`src/rtl/kat_pkg.sv`:
```
// Shared types, constants and keyframe tables of the ambient tint unit.
package kat_pkg;

    localparam int STEPS_PER_DAY_DEF = 48;
    localparam int KEY_COUNT         = 8;
    localparam int STEP_W            = 8;
    localparam int PIX_W             = 16;
    localparam int LIGHT_W           = 8;
    localparam int CHAN_COUNT        = 3;
    localparam int PROD_W            = 18;
    localparam int SCALED_W          = 14;

    localparam int CH_R = 0;
    localparam int CH_G = 1;
    localparam int CH_B = 2;

    // Reciprocal of three: (x * 683) >> 11 equals x / 3 for x below 1024.
    localparam int RECIP3       = 683;
    localparam int RECIP3_SHIFT = 11;
    localparam int SPAN4_SHIFT  = 2;

    localparam logic [SCALED_W-1:0] ROUND_HALF = SCALED_W'(127);
    localparam logic [PIX_W-1:0]    PIX_BLACK  = 16'h0000;
    localparam logic [PIX_W-1:0]    PIX_FLOOR  = 16'h0001;

    typedef logic [LIGHT_W-1:0] light_t;
    typedef light_t [CHAN_COUNT-1:0] rgb_light_t;

    // Curve segments, named after the keyframes at their two ends.
    typedef enum logic [2:0] {
        SEG_NIGHT_EARLY,
        SEG_NIGHT_DAWN,
        SEG_DAWN_DAY,
        SEG_DAY,
        SEG_DAY_DUSK,
        SEG_DUSK_NIGHT,
        SEG_NIGHT_LATE
    } seg_t;

    // Stage load enables of the curve pipeline.
    typedef struct packed {
        logic s1;
        logic s2;
        logic s3;
        logic s4;
    } curve_en_t;

    // Keyframe steps; the last keyframe sits at the steps-per-day parameter.
    localparam logic [STEP_W-1:0] KEY_STEP [0:KEY_COUNT-2] = '{
        8'd0, 8'd9, 8'd12, 8'd15, 8'd34, 8'd38, 8'd42
    };

    // Multipliers per keyframe: night, night, dawn, day, day, dusk, night, night.
    localparam logic [LIGHT_W-1:0] KEY_LIGHT [0:KEY_COUNT-1][0:CHAN_COUNT-1] = '{
        '{8'd88,  8'd104, 8'd160},
        '{8'd88,  8'd104, 8'd160},
        '{8'd205, 8'd165, 8'd150},
        '{8'd255, 8'd255, 8'd255},
        '{8'd255, 8'd255, 8'd255},
        '{8'd245, 8'd150, 8'd105},
        '{8'd88,  8'd104, 8'd160},
        '{8'd88,  8'd104, 8'd160}
    };

endpackage

```
`src/rtl/kat_curve.sv`:
```
// Four-stage pipeline that turns the day step into three channel multipliers.
module kat_curve #(
    parameter int STEPS_PER_DAY = kat_pkg::STEPS_PER_DAY_DEF
) (
    input  logic                              aclk,
    input  kat_pkg::curve_en_t                en,
    input  logic [kat_pkg::STEP_W-1:0]        time_step,
    output kat_pkg::rgb_light_t               light
);
    import kat_pkg::*;

    localparam int WRAPS  = 255 / STEPS_PER_DAY;
    localparam int WIDE_W = STEP_W + 3;

    logic [STEP_W-1:0]              at_reg, at_next;
    seg_t                           seg_reg, seg_next, seg3_reg;
    logic [STEP_W-1:0]              trav_reg, trav_next;
    logic signed [PROD_W-1:0]       prod_reg [CHAN_COUNT];
    logic signed [PROD_W-1:0]       prod_next [CHAN_COUNT];
    rgb_light_t                     light_reg, light_next;

    // Stage 1: reduce the step modulo the day length.
    always_comb begin
        at_next = time_step;
        for (int k = 1; k <= WRAPS; k++) begin
            if (WIDE_W'(time_step) >= WIDE_W'(k * STEPS_PER_DAY)) begin
                at_next = STEP_W'(WIDE_W'(time_step) - WIDE_W'(k * STEPS_PER_DAY));
            end
        end
    end

    // Stage 2: find the segment holding the step, and the distance travelled.
    always_comb begin
        seg_next  = SEG_NIGHT_LATE;
        trav_next = at_reg - KEY_STEP[KEY_COUNT-2];
        for (int i = KEY_COUNT - 2; i >= 1; i--) begin
            if (at_reg < KEY_STEP[i]) begin
                seg_next  = seg_t'(i - 1);
                trav_next = at_reg - KEY_STEP[i-1];
            end
        end
    end

    // Stage 3: signed delta times travelled, per channel, at full product width.
    always_comb begin
        logic signed [PROD_W-1:0] delta;
        for (int c = 0; c < CHAN_COUNT; c++) begin
            delta = $signed(PROD_W'(KEY_LIGHT[seg_reg + 3'd1][c]))
                    - $signed(PROD_W'(KEY_LIGHT[seg_reg][c]));
            prod_next[c] = delta * $signed(PROD_W'(trav_reg));
        end
    end

    // Stage 4: divide by the span, truncating toward zero, and add the start.
    always_comb begin
        logic [PROD_W-1:0]              mag;
        logic [PROD_W+RECIP3_SHIFT-1:0] recip;
        logic [LIGHT_W-1:0]             quo;
        for (int c = 0; c < CHAN_COUNT; c++) begin
            mag   = prod_reg[c][PROD_W-1] ? PROD_W'(-prod_reg[c]) : PROD_W'(prod_reg[c]);
            recip = (PROD_W+RECIP3_SHIFT)'(mag) * (PROD_W+RECIP3_SHIFT)'(RECIP3);
            unique case (seg3_reg) inside
                SEG_NIGHT_DAWN, SEG_DAWN_DAY: quo = LIGHT_W'(recip >> RECIP3_SHIFT);
                SEG_DAY_DUSK, SEG_DUSK_NIGHT: quo = LIGHT_W'(mag >> SPAN4_SHIFT);
                // Flat segments: both ends carry the same light.
                default:                      quo = '0;
            endcase
            light_next[c] = KEY_LIGHT[seg3_reg][c]
                            + (prod_reg[c][PROD_W-1] ? LIGHT_W'(-quo) : quo);
        end
    end

    always_ff @(posedge aclk) begin
        if (en.s1) begin
            at_reg <= at_next;
        end
        if (en.s2) begin
            seg_reg  <= seg_next;
            trav_reg <= trav_next;
        end
        if (en.s3) begin
            prod_reg <= prod_next;
            seg3_reg <= seg_reg;
        end
        if (en.s4) begin
            light_reg <= light_next;
        end
    end

    assign light = light_reg;

endmodule

```
`src/rtl/keyframed_rgb565_ambient_tint_unit.sv`:
```
// Top level of the keyframed RGB565 ambient tint unit.
//
// Usage: write the day step on the cfg channel (cfg_data, ready whenever out
// of reset) while no pixel is in flight. Pixels enter on s_valid/s_ready/
// s_pixel_in and leave tinted on m_valid/m_ready/m_pixel_out, one result item
// per input item, in order.
// Pipeline: six register stages; throughput is one item per cycle while the
// receiver keeps m_ready high. Four stages build the ambient multipliers from
// the day step, one forms channel times multiplier plus rounding, one divides
// by 255 and repacks.
// The multipliers travel with each item, so every item sees the step that was
// in the register when it was accepted.
// Reset (aresetn low, synchronous) empties the pipeline, sets the step to 0
// and holds s_ready and cfg_ready low.
// When the receiver stalls, each stage holds its item and bubbles close up
// behind it; s_ready drops only once every stage is full.
module keyframed_rgb565_ambient_tint_unit #(
    parameter int STEPS_PER_DAY = kat_pkg::STEPS_PER_DAY_DEF
) (
    input  logic                          aclk,
    input  logic                          aresetn,
    input  logic                          cfg_valid,
    output logic                          cfg_ready,
    input  logic [kat_pkg::STEP_W-1:0]    cfg_data,
    input  logic                          s_valid,
    output logic                          s_ready,
    input  logic [kat_pkg::PIX_W-1:0]     s_pixel_in,
    output logic                          m_valid,
    input  logic                          m_ready,
    output logic [kat_pkg::PIX_W-1:0]     m_pixel_out
);
    import kat_pkg::*;

    localparam int STAGES     = 6;
    localparam int PIX_STAGES = 4;

    logic [STEP_W-1:0]    time_step_reg;
    logic [STAGES-1:0]    valid_reg, valid_next;
    logic [STAGES-1:0]    load;
    logic [PIX_W-1:0]     pix_reg [PIX_STAGES];
    logic [SCALED_W-1:0]  scaled_reg [CHAN_COUNT];
    logic [SCALED_W-1:0]  scaled_next [CHAN_COUNT];
    logic                 black_reg;
    logic [PIX_W-1:0]     out_reg, out_next;
    curve_en_t            curve_en;
    rgb_light_t           light;

    // Divide by 255, truncating; the rounding term is already in y.
    function automatic logic [5:0] div255(input logic [SCALED_W-1:0] y);
        logic [SCALED_W:0] t;
        t = (SCALED_W+1)'(y) + (SCALED_W+1)'(y >> 8) + (SCALED_W+1)'(1);
        return 6'(t >> 8);
    endfunction

    // A stage loads when it is empty or its successor is moving.
    always_comb begin
        load[STAGES-1] = !valid_reg[STAGES-1] || m_ready;
        for (int k = STAGES - 2; k >= 0; k--) begin
            load[k] = !valid_reg[k] || load[k+1];
        end
        valid_next[0] = s_valid;
        for (int k = 1; k < STAGES; k++) begin
            valid_next[k] = valid_reg[k-1];
        end
    end

    assign s_ready   = load[0] && aresetn;
    assign cfg_ready = aresetn;

    assign curve_en = '{s1: load[0], s2: load[1], s3: load[2], s4: load[3]};

    kat_curve #(
        .STEPS_PER_DAY(STEPS_PER_DAY)
    ) u_curve (
        .aclk      (aclk),
        .en        (curve_en),
        .time_step (time_step_reg),
        .light     (light)
    );

    // Stage 5: unpack and multiply each channel, add half of 255.
    always_comb begin
        scaled_next[CH_R] = SCALED_W'(pix_reg[3][15:11]) * SCALED_W'(light[CH_R]) + ROUND_HALF;
        scaled_next[CH_G] = SCALED_W'(pix_reg[3][10:5])  * SCALED_W'(light[CH_G]) + ROUND_HALF;
        scaled_next[CH_B] = SCALED_W'(pix_reg[3][4:0])   * SCALED_W'(light[CH_B]) + ROUND_HALF;
    end

    // Stage 6: divide, repack, keep black as black and lift tinted-to-black.
    always_comb begin
        logic [5:0]       red_q;
        logic [5:0]       grn_q;
        logic [5:0]       blu_q;
        logic [PIX_W-1:0] packed_px;
        red_q     = div255(scaled_reg[CH_R]);
        grn_q     = div255(scaled_reg[CH_G]);
        blu_q     = div255(scaled_reg[CH_B]);
        packed_px = {red_q[4:0], grn_q, blu_q[4:0]};
        if (black_reg) begin
            out_next = PIX_BLACK;
        end else if (packed_px == PIX_BLACK) begin
            out_next = PIX_FLOOR;
        end else begin
            out_next = packed_px;
        end
    end

    always_ff @(posedge aclk) begin
        if (!aresetn) begin
            time_step_reg <= '0;
            valid_reg     <= '0;
        end else begin
            if (cfg_valid && cfg_ready) begin
                time_step_reg <= cfg_data;
            end
            for (int k = 0; k < STAGES; k++) begin
                if (load[k]) begin
                    valid_reg[k] <= valid_next[k];
                end
            end
        end
    end

    // Payload: advance with the stage loads, no reset.
    always_ff @(posedge aclk) begin
        if (load[0]) begin
            pix_reg[0] <= s_pixel_in;
        end
        for (int k = 1; k < PIX_STAGES; k++) begin
            if (load[k]) begin
                pix_reg[k] <= pix_reg[k-1];
            end
        end
        if (load[4]) begin
            scaled_reg <= scaled_next;
            black_reg  <= (pix_reg[3] == PIX_BLACK);
        end
        if (load[5]) begin
            out_reg <= out_next;
        end
    end

    assign m_valid     = valid_reg[STAGES-1];
    assign m_pixel_out = out_reg;

endmodule
```
`config.mk`:
```
export PLATFORM = sky130hd
export DESIGN_NAME = keyframed_rgb565_ambient_tint_unit
export DESIGN_NICKNAME = d
export VERILOG_FILES = /design/src/rtl/kat_pkg.sv /design/src/rtl/kat_curve.sv /design/src/rtl/keyframed_rgb565_ambient_tint_unit.sv
export SDC_FILE = /design/constraint.sdc
export NUM_CORES = 2
export LEC_CHECK = 0
export BUFFER_PORTS_ARGS = -buffer_cell sky130_fd_sc_hd__buf_4
export CAP_MARGIN = 10
export CELL_PAD_IN_SITES_DETAIL_PLACEMENT = 1
export CELL_PAD_IN_SITES_GLOBAL_PLACEMENT = 1
export CORE_UTILIZATION = 50
export DETAILED_ROUTE_END_ITERATION = 16
export HOLD_SLACK_MARGIN = 0.12
export PLACE_DENSITY = 0.83
export RECOVER_POWER = 25
export REMOVE_ABC_BUFFERS = 1
export SETUP_SLACK_MARGIN = 0.15
export SLEW_MARGIN = 25
export SYNTH_ARGS = -nofsm -noshare
export SYNTH_HDL_FRONTEND = slang
export SYNTH_HIERARCHICAL = 1
export SYNTH_SLANG_ARGS = --single-unit
export TNS_END_PERCENT = 20
```
`constraint.sdc`:
```
create_clock -name aclk -period 11.6 [get_ports aclk]
set_clock_uncertainty 0.2 [all_clocks]
set_input_delay 0.58 -clock aclk [delete_from_list [all_inputs] [get_ports aclk]]
set_output_delay 0.58 -clock aclk [all_outputs]
set_load 0.01 [all_outputs]
```
==> results.txt <==
* Standard-cell rows: 92
- The synthesized netlist contains 87 unique library cells.
- Synthesis handed over a netlist of 3,261 instances.
- TritonCTS built the clock tree.
- For this run, the number of Yosys warnings is 6.
- Averaged over all synthesized cells, the footprint is 9.772 um2.
* DR WL/cell: 19.33 um
- The clock reaches the later pin of the worst-skew pair after 610 ps.
- Deepest level of the CTS H-tree: 1
* Number of antenna violations at the first check in global routing: 0
- The worst path in the final design needs a cycle of 9010 ps, including I/O delays and setup.
* Sequential area share after synthesis: 0.2189
* Overall routing resource usage: 0.2545
- Endpoint of the most critical register-to-register path: u_curve/light[15]
- Number of diodes added for antenna fixing: 0
* Tightest Pin Transition: 1739 ps
* Type of element capturing the critical path: flip-flop
- Counting every sink on the clock net gives 237.
- Entering global routing, the biggest net connects 74 pins.
* Fin nets: 4,154
- Maximum fanout count along the critical path: 5
* Max Cap Viol: 1
- The slowest stage of the critical path is the sky130_fd_sc_hd__or4_4 cell.
* Fillcell total: 7,131
- In this run, post-CTS repair resized a total of 0 instances.
* Worst min path class: in -> reg
- Slack of the worst reg-to-reg path: 2590 ps
* Ys async rst share: 0
* Total setup violations reported at the end of the flow: 0
- In this design, the stage delay of the slowest critical-path cell is 580 ps.
- The number of global-route vias before repair is 26,181.
* Netlist area before placement: 31,870 um2
- The first detailed-routing pass ran for 5 iterations.
- Maximum clock frequency: 111.0 MHz
- Die outline height: 254.5 um
* Port bufs: 47
- In this run the standard cell core region covers 63,080 um2.
- At the end of routability-driven placement, the weighted congestion stood at 0.8710.
* Root Buffer: sky130_fd_sc_hd__clkbuf_16
* Routed via count: 22,719
- Critical path class: reg -> reg
- Max Buffers Root-to-Sink: 3
* Mean number of vias per cell: 5.411
- Status: finished, violations left
- Crit start category: flip-flop
- DP HPWL: 65.18 mm
- Dominant cells by area after synthesis: sky130_fd_sc_hd__fa_1, sky130_fd_sc_hd__edfxtp_1, sky130_fd_sc_hd__ha_1, sky130_fd_sc_hd__inv_1, sky130_fd_sc_hd__xnor2_1
- After routing, the total negative slack on setup checks comes to 0 ps.
* Area added between synthesis and finish: 7.970%
- CTS buffer count: 30
* Antenna Nets Post-Route: 0
- Along the worst hold path, the cell count comes to 3.
- The path with the worst hold slack has its endpoint at valid_reg[5].
* Worst max-slew margin expressed relative to the limit: -0.1624
- Clock-pin slew was measured on the worst setup and hold paths at 60 ps.
- The final hold violation count is 0.
- First-pass GRT wire length: 131.5 mm
- Prevailing post-synth register cell: sky130_fd_sc_hd__edfxtp_1
- Boundary pin count: 48
* Number of enable-type register cells in the synthesized netlist: 223
- DRC violation count after routing: 0
- Number of cells on the worst reg-to-reg path: 31
- In this run the most critical hold path is launched from m_ready.
- STA puts the critical path data required time at 11,750 ps.
* Violated checks: capacitance limit, slew limit
- For this configuration, the core starts out at a cell density of 0.5052.
- Total grt overflow: 0
* Number of flip-flops under the largest register name: 64
- The final layout contains routed wiring with a total length of 81.15 mm.
- FF-to-FF Start: u_curve/prod_reg[20]
- Width of the die: 254.5 um
- Of the available clock period, the critical path in the final layout requires 0.7767.
- After the first detailed-routing iteration, the DRC count stood at 939.
- The cell that appears most often on the critical path is sky130_fd_sc_hd__xnor2_1.
- Setup repair after global routing left no endpoint under its margin.
* Die Footprint: 64,750 um2
* Post-synthesis sequential element count: 237
* Arrival time of data at the critical path endpoint: 9160 ps
- Of the cells placed in the final design, the portion with a size suffix greater than 1 is 0.04175.
- Of the post-synthesis cell area, the dominant cell type holds 0.2343.
- Slew Limit Fails: 44
- sky130_fd_sc_hd__fa_1 takes more of the synthesized area than any other cell.
[worst max-delay path by stage]
stage | from | end | slack (ps) | depth (start not counted)
after floorplan | u_curve/prod_reg[21] | u_curve/light[15] | 3590 | 31
after global placement | u_curve/prod_reg[3] | u_curve/light[23] | 3190 | 36
after detailed placement | u_curve/prod_reg[20] | u_curve/light[15] | 2700 | 31
after CTS | u_curve/prod_reg[20] | u_curve/light[15] | 2670 | 31
after global routing | u_curve/prod_reg[20] | u_curve/light[15] | 2050 | 31
final | u_curve/prod_reg[20] | u_curve/light[15] | 2590 | 31
[cell type report]
| type | count | area [um2] | share of cell area |
|---|---|---|---|
| Clock buffer | 37 | 827.0 | 0.02404 |
| Inverter | 705 | 2646 | 0.07691 |
| Tap cell | 846 | 1059 | 0.03076 |
| Sequential cell | 237 | 6977 | 0.2028 |
| Multi-Input combinational cell | 2265 | 22010 | 0.6397 |
| Clock inverter | 18 | 167.7 | 0.004873 |
| Timing Repair Buffer | 91 | 719.4 | 0.02091 |
[worst max-delay path, delay by kind of cell (launching register included)]
family                   cells  cell delay (ps)
adder cells (fa/ha/maj)      7             2820
buffers and inverters        4              600
flip-flops                   1              450
AO/OA/AOI/OAI               10             2460
AND/OR/NAND/NOR              3              930
XOR/XNOR                     6             1000
multiplexers                 1              310
[cells in the final DEF (no fill, tap or decap), drive strengths merged, types with 16 or more instances in the layout]
| cell type | n |
|---|---|
| nor3 | 35 |
| nand2 | 240 |
| nand2b | 34 |
| xor2 | 69 |
| o21a | 17 |
| nor2b | 74 |
| o31ai | 19 |
| a21o | 30 |
| inv | 707 |
| edfxtp | 223 |
| ha | 422 |
| nor2 | 102 |
| and2 | 179 |
| buf | 36 |
| and3 | 20 |
| o21ai | 94 |
| o211ai | 16 |
| clkbuf | 63 |
| fa | 373 |
| xnor2 | 181 |
| a21oi | 113 |
| dlygate4sd3 | 29 |
| mux2i | 17 |
| nand3 | 27 |
[cells in the mapped netlist, drive strengths merged (3+ instances only)]
library cell  count
nand3            27
nand4             8
o22ai            10
or4              11
nand2           240
or3              11
o41ai            15
nor2            102
and2            179
fa              373
a31oi            12
ha              422
mux2              6
a221oi            5
mux2i            17
inv             703
o211ai           16
nand2b           34
nor4             15
o21ai            94
edfxtp          223
o21a             17
a211o             8
dfxtp            14
a211oi            9
nand4b            3
and3             20
buf              12
and4              7
xor2             69
or2              11
clkbuf           42
nor3             35
a21oi           113
o21bai            9
a22oi             9
a2111oi           6
xnor2           181
a21o             30
nor2b            74
o31ai            19
a21boi           15
[layer usage]
metal	vias up	wire (um)	track usage
met5	-	0	0
met4	0	2989	0.08864
met3	157	1727	0.01990
met2	338	43520	0.4907
met1	11560	32910	0.2923
li1	10664	-	-
[per-stage QoR]
step	cells	worst slack, ps	hold WS (ps)	utilization	instance area, um2
finish	4199	2590	172.3	0.5455	34410
global placement	4113	3187	203.9	0.5255	33150
CTS	4197	2665	142.8	0.5458	34430
floorplan	3207	3594	200.3	-	31640
global route	4199	2050	168.2	0.5455	34410
detailed placement	4113	2705	205.5	0.5255	33150
[what timing repair did]
| action | in CTS | in global routing |
|---|---|---|
| hold endpoints to repair | 27 | 0 |
| setup buffers | 0 | 0 |
| hold buffers | 29 | 0 |
| endpoints found under the setup margin | 0 | 0 |
[logic make-up after synthesis]
family	after synthesis	synth area share
compound gates	410	0.08441
simple gates	786	0.1292
buf+inv	759	0.09034
xor+xnor	251	0.06965
flops	237	0.2189
mux	23	0.007460
fa+ha+maj	795	0.4000
Power is left out: the tool's default activity adds up to more than one toggle a clock period on the data nets, which glitch-free logic cannot reach.
